--- config.mk ---
export PLATFORM = sky130hd
export DESIGN_NAME = fcal_ram
export DESIGN_NICKNAME = d
export VERILOG_FILES = /design/src/design/fcal_ram.sv
export SDC_FILE = /design/constraint.sdc
export NUM_CORES = 1
export LEC_CHECK = 0
export ABC_CLOCK_PERIOD_IN_PS = 4000
export BUFFER_PORTS_ARGS = -buffer_cell sky130_fd_sc_hd__buf_2
export CAP_MARGIN = 40
export CELL_PAD_IN_SITES_DETAIL_PLACEMENT = 1
export CELL_PAD_IN_SITES_GLOBAL_PLACEMENT = 1
export CORE_MARGIN = 3
export CORE_UTILIZATION = 50
export DETAILED_ROUTE_END_ITERATION = 12
export PLACE_DENSITY = 0.81
export SLEW_MARGIN = 15
export SYNTH_ARGS = -nofsm -noshare
export SYNTH_HDL_FRONTEND = slang
export SYNTH_SLANG_ARGS = --single-unit
--- constraint.sdc ---
create_clock -name clk_i -period 4 [get_ports clk_i]
set_input_delay 0.2 -clock clk_i [delete_from_list [all_inputs] [get_ports clk_i]]
set_output_delay 0.2 -clock clk_i [all_outputs]
set_load 0.03 [all_outputs]
--- src/design/fcal_ram.sv ---
// Generic single-write, single-read RAM with registered read data.
`timescale 1ns / 1ps
module fcal_ram #(
  parameter int unsigned WIDTH = 8,
  parameter int unsigned DEPTH = 16
) (
  input  logic                     clk_i,
  input  logic                     we_i,
  input  logic [$clog2(DEPTH)-1:0] waddr_i,
  input  logic [WIDTH-1:0]         wdata_i,
  input  logic [$clog2(DEPTH)-1:0] raddr_i,
  output logic [WIDTH-1:0]         rdata_o
);

  logic [WIDTH-1:0] mem_q [DEPTH];

  always_ff @(posedge clk_i) begin
    if (we_i) begin
      mem_q[waddr_i] <= wdata_i;
    end
    rdata_o <= mem_q[raddr_i];
  end

endmodule

; ---- Yosys cells after proc, flatten, opt, wreduce, memory -nomap -nowiden
; Memory sizes are Yosys's and may differ from the RTL's. A register that Yosys moved wholly into a read port is not among the register bits.
; Cells that the tools add are included.
[op_classes]
muxes = 2
[ops]
columns = operator, count
row1 = $mux 1, 2
[word_totals]
inputBits = 18
register_bits = 0
output_inout_bits = 8
mem_count = 1
elab_cells = 3
ramBits = 128
[mem_list]
columns = memory, words, word_bits, read_ports, rd_clocked_by_memory_dff, wr, line_no
row1 = mem_q, 16, 8, 1, 1, 1, 15  ; logic [WIDTH-1:0] mem_q [DEPTH];

; ---- Longest topological paths before layout
[depth]
ltp_word = 2
depth_mapped = 5

; ---- Worst setup path before layout
; Ideal clock, no wire load.
[synth_path]
path_type = input -> register
startpoint = in waddr_i[2]
endpoint = mem mem_q[0][0] (enable)
setup_time_ns = 0.383
stages = 2
t_arrival_ns = 1.310
n_path_buf = 0
setup_slack_ns = 2.307
path_cell_list = or3b_2 > nor3_1
[synth_lines]
columns = item, line_no
row1 = start: declaration, 9  ; input logic [$clog2(DEPTH)-1:0] waddr_i,
row2 = end: declaration, 15
; No word-level cell before the write port.

==> qor.yml <==
max-clock-path-buffers: 2
rsz0062_at_grt: "no"
cts.htree.levels: 4
totalWireLength_mm: 11.1
clock_latency_on_the_worst_skew_pair_ns: 0.51
critical_path.slowest_cell: "mux4_1"
critical_path_buf_inv_count: 0
timing.critical_path.required_ns: 4.40
worst-r2r-setup-slack_ns: 2.58
ys.warnings.count: 0
drv_slew: 0
synth_flop_cell: "edfxtp_1"
drive_above_1_share: 0.294
endpoint_kind: "flip-flop"
average_vias_per_placed_instance: 5.94
fin_worst_hold_slack_ns: 0.0624
clock_skew_ns: 0.00417
cts_inserted_buffers: 17
final-setup-viol-count: 0
netSwitchingFraction: 0.194
result_of_the_run: "finished, final reports clean"
count_of_state_elements_after_synthesis: 136
synth.most_common_cell: "edfxtp_1"
global_route_wire_length_before_repair_mm: 17.1
synthesis.nets: 247
wire_per_inst_um: 26.4
power.leakage_nw: 2.07
power.share.sequential: 0.476
clock_power_share: 0.475
route.detailed.drc: 0
io_pins: 26
holdBufCountCts: 0
first_global_vias: 2704
tritoncts: "built"
placement.setup.worst_slack_ns: 2.06
count_of_maximum_capacitance_violations: 0
timing.reg2reg.worst_path_depth: 3
grt_usage: 0.215
hp-class: "input port to flip-flop"
worst-setup-path-type: "flip-flop to flip-flop"
pin_count_of_the_biggest_net_entering_global_routing: 33
worst_pin_slew_ns: 0.908
flow.area_growth_from_synthesis_pct: 18.2
relSlewSlack: 0.392
grt_busiest_layer: "met2"
worstSetupStartpointType: "flip-flop"
path_cells: "mux4_1 > a22oi_1 > nand2_1"
cts.reportedPaths.clkPinSlew_ns: 0.06
die-width_um: 107
combinational_power_share: 0.049
worstReg2RegStart: "mem_q[1][0]"
post_cts_buffers: 0
setup-tns-final_ns: 0
finalCriticalPeriod_ns: 1.42
pwr_dens_nw_per_um2: 554
hold_path_startpoint: "wdata_i[3]"
setup_slack_ns: 2.58
worst_hold_path.endpoint: "mem_q[0][3]"
cp.arrival_ns: 1.81
numPortBuffers: 25
first_iter_violations: 232
endpoints_failing_hold: 0
yosysTopAreaCellShare: 0.747
grt_antenna_before_repair: 0
tritoncts_num_sinks: 136
worstPathMaxFanout: 1
synth_area_leaders: "edfxtp_1 (75%), mux4_2 (7.9%), mux4_1 (7.1%)"
number_of_enable_type_register_cells_in_the_synthesized_netlist: 128
drt_pass1_iterations: 4
finalCoreUtilization: 0.614
synth-seq-area-share: 0.778
netlist_instances: 229
internal_power_mw: 2.72
globalRouteMet2Util: 0.324
post-synth-top-area-cell: "edfxtp_1"
finalCritPeriodShare: 0.354
post_synth_most_frequent_cells: "edfxtp_1 (128), mux4_2 (18), a22oi_1 (16)"
power.ir.vdd_worst_mv: 0.249
die-area_um2: 11500
max_clock_freq_mhz: 707
clk_root_buffer_cell: "clkbuf_8"
worst_r2r_endpoint: "rdata_o[0]"
initial_utilization: 0.519
worstHoldPathCells: 1
die_h_um: 107
row_count: 36
synth_area_um2: 5150
grt_util_met3: 0.0324
crit_path_max_incr_delay_ns: 0.54
total_switching_power_mw: 0.654
synthDistinctLibCells: 19
cp_top_family: "multiplexers"
via_total_after_detailed_routing: 2506
globalplace.congestion: 0.745
grt_util_met1: 0.310
postSynthAreaPerCell_um2: 22.5
grt_overflow: 0
cts.repair.resized: 0
num-nets-final: 294
synthArstFlopShare: 0
dp_hpwl_mm: 7.14
ant_nets: 0
antenna-diode-count: 0
placeableCoreArea_um2: 9910
area by class of cell:
| cell class | count | area (µm²) |
|---|---|---|
| clock buffer | 20 | 425 |
| clock inverter | 12 | 180 |
| timing repair buffer | 38 | 235 |
| tap | 133 | 166 |
| fill | 848 | 3830 |
| sequential | 136 | 4000 |
| multi-input combinational | 83 | 1070 |
power groups by stage:
stage	clock network [mW]	logic (mW)	registers, mW
after floorplan	0	0.0809	1.65
after global placement	0	0.154	1.63
after detailed placement	0	0.166	1.63
after CTS	1.62	0.167	1.61
after global routing	1.68	0.179	1.61
final	1.60	0.166	1.61
worst reg2reg max path, cell delays in order, from the launching register on:
cell and delay, ns:
edfxtp_1 0.39, mux4_1 0.54, a22oi_1 0.29, nand2_1 0.08
per-layer routing:
metal	vias up	routed length [µm]
met5	-	0
met4	0	151
met3	11	839
met2	113	5410
met1	1310	4750
li1	1072	-
through the flow:
step                std cells  power, mW  cell area, µm²
finish                    422       3.37            6080
global route              422       3.47            6080
CTS                       419       3.39            6060
detailed placement        387       1.80            5460
global placement          378       1.79            5370
floorplan                 229       1.73            5150
worst max path at each step:
stage	start	endpoint	slack, ns	depth (start not counted)
after floorplan	waddr_i[2]	mem_q[0][0]	2.31	2
after global placement	waddr_i[2]	mem_q[0][2]	1.75	3
after detailed placement	waddr_i[2]	mem_q[0][2]	2.06	3
after CTS	mem_q[0][2]	rdata_o[2]	2.59	3
after global routing	raddr_i[0]	rdata_o[5]	2.50	5
final	mem_q[1][0]	rdata_o[0]	2.58	3
layout by cell type, fill, tap and decap left out:
cell,instances
nand2b_1,2
and2b_1,1
clkinv_2,3
buf_2,25
nor3_1,1
bufinv_16,5
nand3_1,1
nor2b_1,1
mux4_2,18
clkbuf_1,3
or3b_2,1
a22oi_1,16
nor3_2,3
nand2_1,9
and2_1,1
mux4_1,14
dfxtp_1,8
nand3b_1,2
nor2_1,13
clkbuf_8,1
clkbuf_16,16
clkinv_1,4
edfxtp_1,128
buf_12,1
buf_4,12
flip-flops by register name, indices dropped and copies added, names as in the netlist:
register / cells
mem_q: 128
rdata_o: 8
cell families after synthesis:
group / synth area share
AO/OA/AOI/OAI: 0.0233
AND/OR/NAND/NOR: 0.0318
buffers and inverters: 0.0168
flip-flops: 0.778
multiplexers: 0.150
Note: power is estimated with default switching activity, not from simulation.
