### src/design/fcal_pkg.sv
// Shared types and constants of the first-fit free-list allocator.
`timescale 1ns / 1ps
package fcal_pkg;

  localparam int unsigned POOL_UNITS = 4096;
  localparam int unsigned UNIT_BYTES = 16;
  localparam int unsigned UNIT_SHIFT = $clog2(UNIT_BYTES);
  localparam int unsigned ADDR_W     = 12;
  localparam int unsigned SIZE_W     = 13;
  localparam int unsigned ALU_W      = 14;

  localparam logic [SIZE_W-1:0] MAX_STEPS  = SIZE_W'(POOL_UNITS);
  localparam logic [ALU_W-1:0]  POOL_LIMIT = ALU_W'(POOL_UNITS);
  localparam logic [SIZE_W-1:0] RESET_GROWTH = 13'd1024;

  localparam logic OP_ALLOC = 1'b0;
  localparam logic OP_FREE  = 1'b1;

  typedef enum logic [16:0] {
    S_IDLE    = 17'b00000000000000001,
    S_FW_INIT = 17'b00000000000000010,
    S_FW_RD   = 17'b00000000000000100,
    S_FW_DAT  = 17'b00000000000001000,
    S_FM_RD   = 17'b00000000000010000,
    S_FM_RD2  = 17'b00000000000100000,
    S_FM_DAT  = 17'b00000000001000000,
    S_FP_RD   = 17'b00000000010000000,
    S_FP_DAT  = 17'b00000000100000000,
    S_FP_MRG  = 17'b00000001000000000,
    S_TK_INIT = 17'b00000010000000000,
    S_TK_RD   = 17'b00000100000000000,
    S_TK_DAT  = 17'b00001000000000000,
    S_TK_SPLT = 17'b00010000000000000,
    S_GR_LOOP = 17'b00100000000000000,
    S_GR_CHK  = 17'b01000000000000000,
    S_DONE    = 17'b10000000000000000
  } state_e;

  // Request to the shared adder/subtractor.
  typedef struct packed {
    logic [ALU_W-1:0] a;
    logic [ALU_W-1:0] b;
    logic             sub;
  } alu_req_t;

endpackage

### src/design/fcal_alu.sv
// Shared adder/subtractor of the allocator; bit 14 of the result is carry or borrow.
`timescale 1ns / 1ps
module fcal_alu (
  input  fcal_pkg::alu_req_t        req_i,
  output logic [fcal_pkg::ALU_W:0]  y_o
);
  import fcal_pkg::*;

  always_comb begin
    if (req_i.sub) begin
      y_o = {1'b0, req_i.a} - {1'b0, req_i.b};
    end else begin
      y_o = {1'b0, req_i.a} + {1'b0, req_i.b};
    end
  end

endmodule

### config.mk
export PLATFORM = sky130hd
export DESIGN_NAME = fcal_alu
export DESIGN_NICKNAME = d
export VERILOG_FILES = /design/src/design/fcal_pkg.sv /design/src/design/fcal_alu.sv
export SDC_FILE = /design/constraint.sdc
export NUM_CORES = 1
export LEC_CHECK = 0
export ABC_CLOCK_PERIOD_IN_PS = 3400
export BUFFER_PORTS_ARGS = -buffer_cell sky130_fd_sc_hd__buf_2
export CAP_MARGIN = 10
export CORE_AREA = 2 2 43 55
export DETAILED_ROUTE_END_ITERATION = 8
export DIE_AREA = 0 0 45 57
export PLACE_DENSITY = 0.83
export SLEW_MARGIN = 20
export SYNTH_ARGS = -nofsm -noshare
export SYNTH_HDL_FRONTEND = slang
export SYNTH_SLANG_ARGS = --single-unit
### constraint.sdc
create_clock -name vclk -period 3.4
set_clock_uncertainty 0.1 [all_clocks]
set_input_delay 0.17 -clock vclk [all_inputs]
set_output_delay 0.17 -clock vclk [all_outputs]
set_load 0.03 [all_outputs]
# ---- Word level (Yosys, flattened, before mapping)
# Index checks and enable logic that the tools add are counted.
dict set report totals {
  out_inout_bits 15
  romBits 0
  latchBits 0
  inputBits 29
  word_cells 3
  regBits 0
  ramBits 0
  mem_count 0
}
dict set report classes {
  order_cmp 0
  addsub 2
  eq_ne 0
  shift 0
  n_mul 0
  div 0
  n_reduce_logical 0
  bitwise 0
  muxes 1
}
# operator n
set op_table {}
lappend op_table {{$add A14 B14 Y15} 1}
lappend op_table {{$mux W15} 1}
lappend op_table {{$sub A14 B14 Y15} 1}

# ---- Depth between registers and ports, before layout
dict set report depth {
  word_depth 2
  depth_mapped 11
  mapped_depth_nobuf 11
}

# ---- Worst setup path after synthesis
# No wires, ideal clock.
dict set report synth_path {
  path_type {input to output}
  start {input port req_i[5] (netlist bit)}
  end {output port y_o[14] (netlist bit)}
  setup_slack_ps 174
  t_arrival_ps 2956
  n_path_buf 0
  path_stages 10
  required_ps 3130
  cell_sequence {nor3_2 -> and4_1 -> a21oi_1 -> xnor2_1 -> ha_1 -> and3_2 -> a22oi_1 -> o21ai_0 -> o211a_1 -> nor4_1}
}
dict set report synth_between {
  elab_chain_cells 2
  word_cells_on_any_way 3
  classes_between {add/sub: 2; mux: 1}
}
# element line_no
set synth_lines {}
lappend synth_lines {{start, declared} fcal_alu.sv:4} ;# input fcal_pkg::alu_req_t req_i,
lappend synth_lines {{$add A14 B14 Y15 or $sub A14 B14 Y15 (tied branches)} {fcal_alu.sv:13, fcal_alu.sv:11}}
lappend synth_lines {{$mux W15 *} fcal_alu.sv:10} ;# if (req_i.sub) begin
lappend synth_lines {{end, declared} fcal_alu.sv:5} ;# output logic [fcal_pkg::ALU_W:0] y_o
# Every way passes the cells marked *; elsewhere a longest branch is shown, timed or not.

# ---- Final worst setup path
dict set report layout_path {
  start {input port req_i[5] (netlist bit)}
  end {output port y_o[11] (netlist bit)}
}
# Same word-level chain as after synthesis.

==> summary.json <==
{
  "post_synthesis_mean_instance_area_um2": 7.18,
  "cap_violations": 0,
  "timing.max_slew.rel_slack_pct": 66.6,
  "switching_power_mw": 0.279,
  "synth.lib_cells_used.distinct": 41,
  "yosys.area.top_type": "ha_1",
  "globalRouteOverflowTotal": 0,
  "clock.fmax_ghz": 0.311,
  "grt_setup_unrepaired": "no",
  "drt-initial-drc-count": 12,
  "slew_at_the_pin_closest_to_its_max_slew_limit_ns": 0.501,
  "final.clkbuf_count": 0,
  "grt_pass1_vias": 1091,
  "post-route-drc-count": 0,
  "io_pins": 44,
  "cts_hold_buf": 0,
  "seq_cell_count": 0,
  "routed_via_density": 5.90,
  "postPlaceCellArea_um2": 1250,
  "layout_min_cycle_time_ns": 3.21,
  "place_hpwl_um": 2260,
  "sum_of_internal_switching_and_leakage_power_mw": 0.443,
  "outcome": "completed",
  "post_layout_nonfiller_instances": 203,
  "wire_per_inst_um": 12.9,
  "synth_nets": 186,
  "start_util_pct": 48.4,
  "finalSetupTns_ns": 0,
  "number_of_antenna_violations_at_the_first_check_in_global_routing": 0,
  "final_layout_size_suffix_gt1_share_pct": 28.6,
  "antenna_cells": 0,
  "yosys_warnings": 0,
  "grt_start_max_net_pins": 15,
  "critPathArrivalTime_ns": 2.94,
  "timing.critical_path.fanout_max": 6,
  "power.density_nw_per_um2": 354,
  "layout_common_cells": "44 x buf_2, 18 x xnor2_1, 16 x nor2_1, 15 x ha_1, 13 x a21oi_1",
  "grt_use_total_pct": 20.1,
  "synth-seq-area-share_pct": 0,
  "die_x_um": 45,
  "route.vias.total": 1197,
  "gp_routability_congestion": 0.939,
  "worst_hold_path_type": "in -> out",
  "num_rows": 19,
  "final_util_pct": 59.9,
  "critPathRequiredTime_ns": 3.13,
  "power.static_leakage_nw": 0.643,
  "synth.area.top_cells": "ha_1 19%, xnor2_1 16%, a21oi_1 6.4%",
  "ff_latch_area_um2": 0,
  "die-area_um2": 2570,
  "internal_power_mw": 0.165,
  "layout-area-overhead-vs-synth_pct": 23.7,
  "report.final.slew_viol_count": 0,
  "pwr-share-seq_pct": 0,
  "synth_top_area_share_pct": 18.5,
  "post-place-cells": 203,
  "pwr-share-clk_pct": 0,
  "ant_nets": 0,
  "switching_share_pct": 62.9,
  "design.core.area_um2": 2090,
  "setup_violations": 0,
  "filler_cell_count": 197,
  "cp-end-kind": "output port",
  "global_route_wire_length_before_repair_um": 4240,
  "cp-start-kind": "input port",
  "hold_violations": 0,
  "mostFrequentLayoutCell": "buf_2",
  "combinationalPowerShare_pct": 100.0,
  "critical_path_class": "in -> out",
  "i_o_buffers": 44,
  "finish.net_count": 229,
  "drt_pass1_iterations": 4,
  "floorplan.die.height_um": 57,
  "min_period_over_period_pct": 94.6,
  "ir_worst_vdd_uv": 292,
  "route.final.wire_length_um": 2620,
  "synth.cell_area_um2": 1010,
  "post_synthesis_cell_count": 141,
  "design_area_final_um2": 1250
}
layout make-up:
type / instances / area (um2) / share of cell area [%]
inverter: 10 / 37.5 / 3.00
multi-input combinational: 128 / 968 / 77.3
tap: 21 / 26.3 / 2.10
timing repair buffer: 44 / 220 / 17.6
cells in the mapped netlist (3+ instances only):
cell / n
nor3_1: 5
a21oi_1: 13
ha_1: 15
nor4_1: 4
xnor2_1: 18
xor2_1: 4
nand2_1: 5
o21ai_0: 3
nor2_1: 16
a21o_1: 8
inv_1: 10
and3_1: 3
nand3_1: 4
what timing repair did:
item,4_1_cts,5_1_grt
setup buffers,0,0
endpoints found under the setup margin,0,1
resized for setup,0,1
layer usage:
metal | up-vias | routed length [um] | track usage [%]
met1 | 553 | 1070 | 22.7
met2 | 39 | 1360 | 40.4
met5 | - | 0 | 0
li1 | 603 | - | -
met3 | 2 | 178 | 1.90
met4 | 0 | 15 | 0.840
worst paths after layout:
kind	start	end	slack, ns	cells past startpoint
max	req_i[5]	y_o[11]	0.19	12
min	req_i[1]	y_o[0]	0.69	4
per-stage QoR:
stage               setup WS (ns)  hold slack (ns)
floorplan                   0.174            0.465
global placement            0.344            0.676
detailed placement          0.191            0.697
CTS                         0.178            0.697
global route             0.000769            0.721
finish                      0.185            0.690
worst max-delay path, stage by stage:
cell and delay (ns):
buf_2 0.11, nor3_2 0.31, and3_1 0.24, a21oi_1 0.09
xnor2_1 0.18, ha_1 0.31, a21o_1 0.26, o31a_1 0.35
mux2_4 0.32, a311oi_2 0.20, o221ai_1 0.17, buf_2 0.22
power by group through the flow:
stage               logic, mW  registers (mW)  clock network, mW
CTS                     0.440               0                  0
global route            0.480               0                  0
floorplan               0.330               0                  0
finish                  0.443               0                  0
detailed placement      0.438               0                  0
global placement        0.427               0                  0
cell families (layout without fill, tap and decap cells):
family,Yosys count,in the layout,synth area share [%]
AOI/OAI and AO/OA,41,41,29.2
muxes,2,2,2.47
xor gates and xnor gates,22,22,19.0
buffers and inverters,13,54,4.94
and+or+nand+nor,47,47,23.9
adders and majority gates,16,16,20.5
No activity file was read; power rests on OpenSTA's default activity.
